File: src/hw/rtl/rom_page_cache_fifo_unit_macros.svh
// assertion macros for the rom page cache
`ifndef ROM_PAGE_CACHE_FIFO_UNIT_MACROS_SVH
`define ROM_PAGE_CACHE_FIFO_UNIT_MACROS_SVH

// condition must never hold
`define RPC_ASSERT_NEVER(label, clk, rst_n, cond, msg) \
	label: assert property (@(posedge clk) disable iff (!rst_n) !(cond)) else $error(msg);

// consequent holds in the same cycle
`define RPC_ASSERT_SAME(label, clk, rst_n, ante, cons, msg) \
	label: assert property (@(posedge clk) disable iff (!rst_n) (ante) |-> (cons)) \
		else $error(msg);

// consequent holds in the next cycle
`define RPC_ASSERT_NEXT(label, clk, rst_n, ante, cons, msg) \
	label: assert property (@(posedge clk) disable iff (!rst_n) (ante) |=> (cons)) \
		else $error(msg);

`endif

File: src/hw/rtl/rpc_pkg.sv
package rpc_pkg;

	localparam int PAGE_BYTES_DEF = 4096;
	localparam int NUM_SLOTS_DEF  = 64;
	localparam int NUM_PAGES_DEF  = 8192;

	localparam int POS_W    = 25;
	localparam int SECTOR_W = 32;

	typedef enum logic {
		OP_LOOKUP = 1'b0,
		OP_SET    = 1'b1
	} op_t;

endpackage

File: src/hw/rtl/rpc_slot_table.sv
module rpc_slot_table #(
	parameter int NUM_SLOTS = rpc_pkg::NUM_SLOTS_DEF,
	parameter int PAGE_W    = $clog2(rpc_pkg::NUM_PAGES_DEF),
	localparam int SLOT_W   = $clog2(NUM_SLOTS)
) (
	input  logic              clk,
	input  logic              arst_n,
	input  logic              rd_en,
	input  logic              fill_en,
	input  logic [PAGE_W-1:0] fill_page,
	output logic [SLOT_W-1:0] victim,
	output logic              victim_used,
	output logic [PAGE_W-1:0] victim_owner
);

	logic [PAGE_W-1:0]    mem [NUM_SLOTS];
	logic [NUM_SLOTS-1:0] used_q;
	logic [SLOT_W-1:0]    victim_q;
	logic                 used_rd_q;
	logic [PAGE_W-1:0]    owner_rd_q;

	// fifo pointer and per-slot used bits
	always_ff @(posedge clk or negedge arst_n) begin
		if (!arst_n) begin
			used_q    <= '0;
			victim_q  <= '0;
			used_rd_q <= 1'b0;
		end else begin
			if (rd_en) begin
				used_rd_q <= used_q[victim_q];
			end
			if (fill_en) begin
				used_q[victim_q] <= 1'b1;
				victim_q <= (victim_q == SLOT_W'(NUM_SLOTS - 1)) ? '0 : victim_q + 1'b1;
			end
		end
	end

	always_ff @(posedge clk) begin
		if (fill_en) begin
			mem[victim_q] <= fill_page;
		end
		if (rd_en) begin
			owner_rd_q <= mem[victim_q];
		end
	end

	assign victim       = victim_q;
	assign victim_used  = used_rd_q;
	assign victim_owner = owner_rd_q;

endmodule

File: config.mk
export PLATFORM = sky130hd
export DESIGN_NAME = rpc_slot_table
export DESIGN_NICKNAME = d
export VERILOG_FILES = /design/src/hw/rtl/rom_page_cache_fifo_unit_macros.svh /design/src/hw/rtl/rpc_pkg.sv /design/src/hw/rtl/rpc_slot_table.sv
export SDC_FILE = /design/constraint.sdc
export NUM_CORES = 1
export LEC_CHECK = 0
export ABC_AREA = 1
export BUFFER_PORTS_ARGS = -buffer_cell sky130_fd_sc_hd__buf_2
export CAP_MARGIN = 40
export CELL_PAD_IN_SITES_DETAIL_PLACEMENT = 2
export CELL_PAD_IN_SITES_GLOBAL_PLACEMENT = 2
export CORE_MARGIN = 2
export CORE_UTILIZATION = 40
export CTS_CLUSTER_SIZE = 10
export DETAILED_ROUTE_END_ITERATION = 6
export GPL_TIMING_DRIVEN = 0
export PLACE_DENSITY = 0.79
export SLEW_MARGIN = 30
export SYNTH_ARGS = -nofsm -noshare
export SYNTH_HDL_FRONTEND = slang
export SYNTH_SLANG_ARGS = --single-unit
File: constraint.sdc
create_clock -name clk -period 3 [get_ports clk]
set_input_delay 0 -clock clk [delete_from_list [all_inputs] [get_ports clk]]
set_output_delay 0 -clock clk [all_outputs]
set_load 0.02 [all_outputs]
# Word level (Yosys, flattened, before mapping)
# Memory sizes are Yosys's and may differ from the RTL's. A register that Yosys moved wholly into a read port is not among the register bits.
# Cells that the tools add are included.
# W data, S select, Z words.
[totals]
reg_bits = 71
ramBits = 832
in_bits = 17
output_inout_bits = 20
elab_cells = 17
n_memories = 1
[op_classes]
add_sub_neg = 1
order_cmp = 2
eq_ne = 1
muxes = 7
bitwise_logic = 1
reduce_logical = 1
[memory_table]
columns = ["memory", "depth", "word_bits", "read_ports", "rd_clocked_by_memory_dff", "wr", "line", "text"]
rows = [
  ["mem", 64, 13, 1, 1, 1, "rpc_slot_table.sv:16", "logic [PAGE_W-1:0] mem [NUM_SLOTS];"],
]
[ops]
columns = ["op", "count"]
rows = [
  ["$or A64 B64 Y64", 1],
  ["$lt A6 B7 Y1 const B", 1],
  ["$add A6 B1 Y6 const B", 1],
  ["$bmux W1 S6", 1],
  ["$demux W1 S6", 1],
  ["$eq A6 B6 Y1 const B", 1],
  ["$ge A6 B1 Y1 const B", 1],
  ["$mux W6", 1],
  ["$mux W1", 4],
  ["$logic_and A1 B1 Y1", 1],
]

# Logic depth before layout (Yosys ltp)
[depth]
word_depth = 5
depth_mapped = 14

# Worst setup path before layout
# No wires, ideal clock.
[synth_timing]
kind = "register to register"
from = "register victim_q[2] (netlist: victim[2])"
to = "memory mem[24][0] (netlist bit) (enable)"
setup_ns = 0.382
arrival_ns = 2.115
required_time_ns = 2.618
setup_slack_ns = 0.503
stages_incl_launch_ff = 10
path_buffers = 4
period_less_slack_ns = 2.497
cell_sequence = "dfrtp_1 > buf_2 > nor2_1 > buf_2 > nand2_2 > inv_2 > buf_4 > nand2_1 > buf_2 > nor2_1"
[synth_rtl]
columns = ["element", "line", "text"]
rows = [
  ["start: declaration", "rpc_slot_table.sv:18", "logic [SLOT_W-1:0] victim_q;"],
  ["start signal: assignment", "rpc_slot_table.sv:34", "victim_q <= (victim_q == SLOT_W'(NUM_SLOTS - 1)) ? '0 : victim_q + 1'b1;"],
  ["end: declaration", "rpc_slot_table.sv:16", ""],
]
# Straight into the memory's write port.

==> summary.txt <==
Detailed routing
  – Vias: approximately 30000
  – DRT iter0 DRCs: around 4200
  – ANT nets after route: 0
  – DRC: 0
  – Routed vias/inst: between 6 and 7
  – Drt wl/cell: between 30 and 40 µm
  – Total Wirelength: approximately 190 mm
  – Pre-antenna DRT Iters: 6

Placement
  – Pre-CTS setup slack: -1.05 ns
  – Buffers on Ports: 36
  – Post-DP HPWL: about 110 mm
  – Cell count after placement: approximately 4400
  – Routability congestion estimate: roughly 0.93

Flow run
  – Max-capacitance violation count: 0

Synth
  – Yosys Warn Count: 0
  – Post-synth top flop: edfxtp_1
  – Synth top area share: 0.692
  – Post-synth EDFFs: between 800 and 900
  – Synth area leaders: edfxtp_1, nand2_1, dfrtp_1
  – Count of cell types in the netlist: 30
  – Avg Cell Area, Syn: ~12 µm²
  – Syn nets: approximately 3100
  – Sequential fraction of the synthesis area: 0.741
  – Post-synth top area cell: edfxtp_1
  – Ys async rst share: 0.0775
  – Area of the mapped netlist: ~0.037 mm²
  – Mapped Cells: between 3000 and 4000
  – Seq cells post-synth: between 900 and 1000

Setup path
  – R2r startpoint: victim[1]$_DFFE_PN0P_
  – CP startpoint kind: flop
  – Worst R2R Path Depth: 11
  – Crit Path Category: flop to flop
  – Crit. End Element: flop
  – Reg2reg setup slack: -0.51 ns
  – Worst Path Required: roughly 3.4 ns
  – Crit Path Max Fanout: 10
  – R2r endpoint: victim_owner[5]$_DFFE_PP_
  – Arr. time, crit path: ~4 ns

Run status
  – Run status: finished, violations left
  – Failing checks: negative setup slack

Finish
  – Area grow syn2layout: 20.7%
  – Fill count: ~9000
  – Fin cells: between 4000 and 5000
  – Proportion of layout cells with a drive suffix above 1: 0.151
  – Fin nets: 3435
  – Final Util: 0.485

Power and ir drop
  – Peak VDD IR: 0.512 mV
  – Pleak: ~16 nW
  – Combinational power share: 0.317
  – Switching power share of the total: 0.400
  – Int Power: 23.9 mW
  – Final Power: between 30 and 40 mW
  – Clock power frac: 0.310
  – PwrDens: ~900 mW/mm²
  – Psw: 16.0 mW
  – Sequential power share: 0.373

Min path
  – Hold Crit Start: fill_page[7]
  – Hold Path Depth: 2
  – WHS Endpoint: mem[14][7]$_DFFE_PP_
  – Tightest Hold Check Type: primary input to flop

Die
  – Boundary Pins: 37
  – Die Width: ~310 µm
  – Vert. Die Dim: between 300 and 400 µm
  – Die area: 0.0941 mm²
  – Row count: about 110
  – CORE AREA: 0.0912 mm²
  – Initial core utilization: 0.402

STA
  – Tightest Pin Transition: 0.964 ns
  – Layout Skew: about 0.055 ns
  – Max Slew Vio Count: 0
  – Max Clk Rate: approximately 280 MHz
  – Final hold viol count: 0
  – Final min period: 3.51 ns
  – RSZ-0062 raised after global routing: true
  – PnR worst setup slack: -0.514 ns
  – Setup TNS: -22.04 ns
  – Period Utilization, post-route: 1.17
  – Max-slew headroom: 0.356
  – Setup Viol. Count Final: ~330

Clock tree
  – Clock root buffer: clkbuf_16
  – Sink Count: roughly 920
  – Clock transition at path regs: 0.07 ns
  – Latest clock arrival within the worst-skew pair: about 0.74 ns
  – CTS Buf Count: ~110
  – H-Tree Depth: 3
  – Maximum buffer depth of the clock tree: 3
  – TritonCTS clock tree: done

Global route
  – Initial antenna violation count: 20
  – First-pass GRT wire length: ~250 mm
  – GRT Residual Overflow: 0
  – Vias in the first global route: between 30000 and 40000
  – Largest net degree at the start of global routing: 65
  – GRT Util Overall: 0.379
==> cell usage after synthesis, types with 23 or more instances <==
cell      count
clkbuf_1     64
nand3_1      36
a22oi_1      41
o21ai_0      99
edfxtp_1    845
dfrtp_1      71
or2_0        46
buf_1        23
buf_2        72
inv_1        79
o21ai_1      51
nand3b_1     31
a21oi_1     263
nand2_1    1220
nor2_1      136
==> power by group through the flow <==
stage                     clock network, mW  logic, mW  registers (mW)
final                                  12.3       12.6            14.9
after floorplan                           0       4.70            15.1
after detailed placement                  0       10.4            15.1
after global routing                   12.6       12.7            14.9
after CTS                              11.9       11.0            14.8
after global placement                    0       9.42            15.0
==> cell type report <==
type / instances / area (µm²) / share of cell area
diodes: 12 / 30.0 / 0.000679
plain buffers: 163 / 942 / 0.0213
repair buffers: 182 / 2260 / 0.0510
flip-flops and latches: 916 / 27200 / 0.614
inverters: 83 / 317 / 0.00715
clock buffers: 154 / 2880 / 0.0652
well taps: 1186 / 1480 / 0.0335
clock inverters: 9 / 82.6 / 0.00187
multi-input cells: 1966 / 9100 / 0.206
==> kinds of logic (layout without fill, tap and decap cells) <==
| family | Yosys count | count (layout) | synth area share |
|---|---|---|---|
| DFF | 916 | 916 | 0.741 |
| and+or+nand+nor | 1502 | 1502 | 0.164 |
| adders and majority gates | 1 | 1 | 0.000341 |
| xor gates and xnor gates | 1 | 1 | 0.000239 |
| AOI/OAI and AO/OA | 462 | 462 | 0.0664 |
| other | 0 | 12 | 0 |
| buffers and inverters | 247 | 591 | 0.0283 |
==> how the worst max path moves through the flow <==
stage                     startpoint                         to  slack [ns]  cells after the start
2_1_floorplan  victim[2]$_DFFE_PN0P_       mem[24][0]$_DFFE_PP_        0.50                      9
3_3_place_gp   victim[0]$_DFFE_PN0P_       mem[39][8]$_DFFE_PP_       -1.65                      7
3_5_place_dp   victim[0]$_DFFE_PN0P_        mem[5][3]$_DFFE_PP_       -1.05                      7
4_1_cts        victim[3]$_DFFE_PN0P_       mem[26][4]$_DFFE_PP_       -0.04                      7
5_1_grt        victim[1]$_DFFE_PN0P_  victim_owner[5]$_DFFE_PP_       -0.34                     11
6_report       victim[1]$_DFFE_PN0P_  victim_owner[5]$_DFFE_PP_       -0.51                     11
==> worst max-delay path, cell delays in order, from the launching register on <==
cell      delay [ns]
dfrtp_1         0.47
buf_4           0.25
inv_4           0.20
buf_6           0.28
clkbuf_2        0.28
a21oi_1         0.11
o21ai_2         0.35
nand2_1         0.19
nand2_1         0.47
nand2_1         0.22
nor2_1          0.18
nand2_1         0.17
==> layout by cell type, fill, tap and decap left out, drive strengths merged <==
master,n
inv,87
nand3,36
diode,12
ha,1
bufinv,1
nor3,7
nand2,1221
dlygate4sd3,17
o21ai,150
a22oi,41
or2,56
o211ai,8
a21oi,263
edfxtp,845
clkinv,4
dfrtp,71
nor2,142
and2,2
buf,246
xor2,1
nand4,7
nand3b,31
clkbuf,236
==> metal layers <==
layer	part of all wire	up-vias	global-route usage
met5	0.00054	-	0
met4	0.094	16	0.286
met3	0.12	985	0.118
met2	0.45	2569	0.600
met1	0.34	15200	0.433
li1	-	11300	-
==> flip-flops by register name, indices dropped and copies added (netlist names) <==
name          cells
mem             832
used_q           64
victim_owner     13
victim            6
victim_used       1
==> repair_timing <==
item	4_1_cts	5_1_grt
endpoints found under the hold margin	517	64
pin swaps	29	10
buffers inserted	47	25
hold buffers	17	1
gates resized for setup	118	100
endpoints found under the setup margin	829	502
==> metrics by stage <==
stage	hold slack, ns	cell area (µm²)
after floorplan	-0.296	36700
after global placement	0.438	38300
after detailed placement	-0.0516	39400
after CTS	0.0314	43600
after global routing	0.249	44200
final	0.209	44200
(Power assumes the default switching activity.)
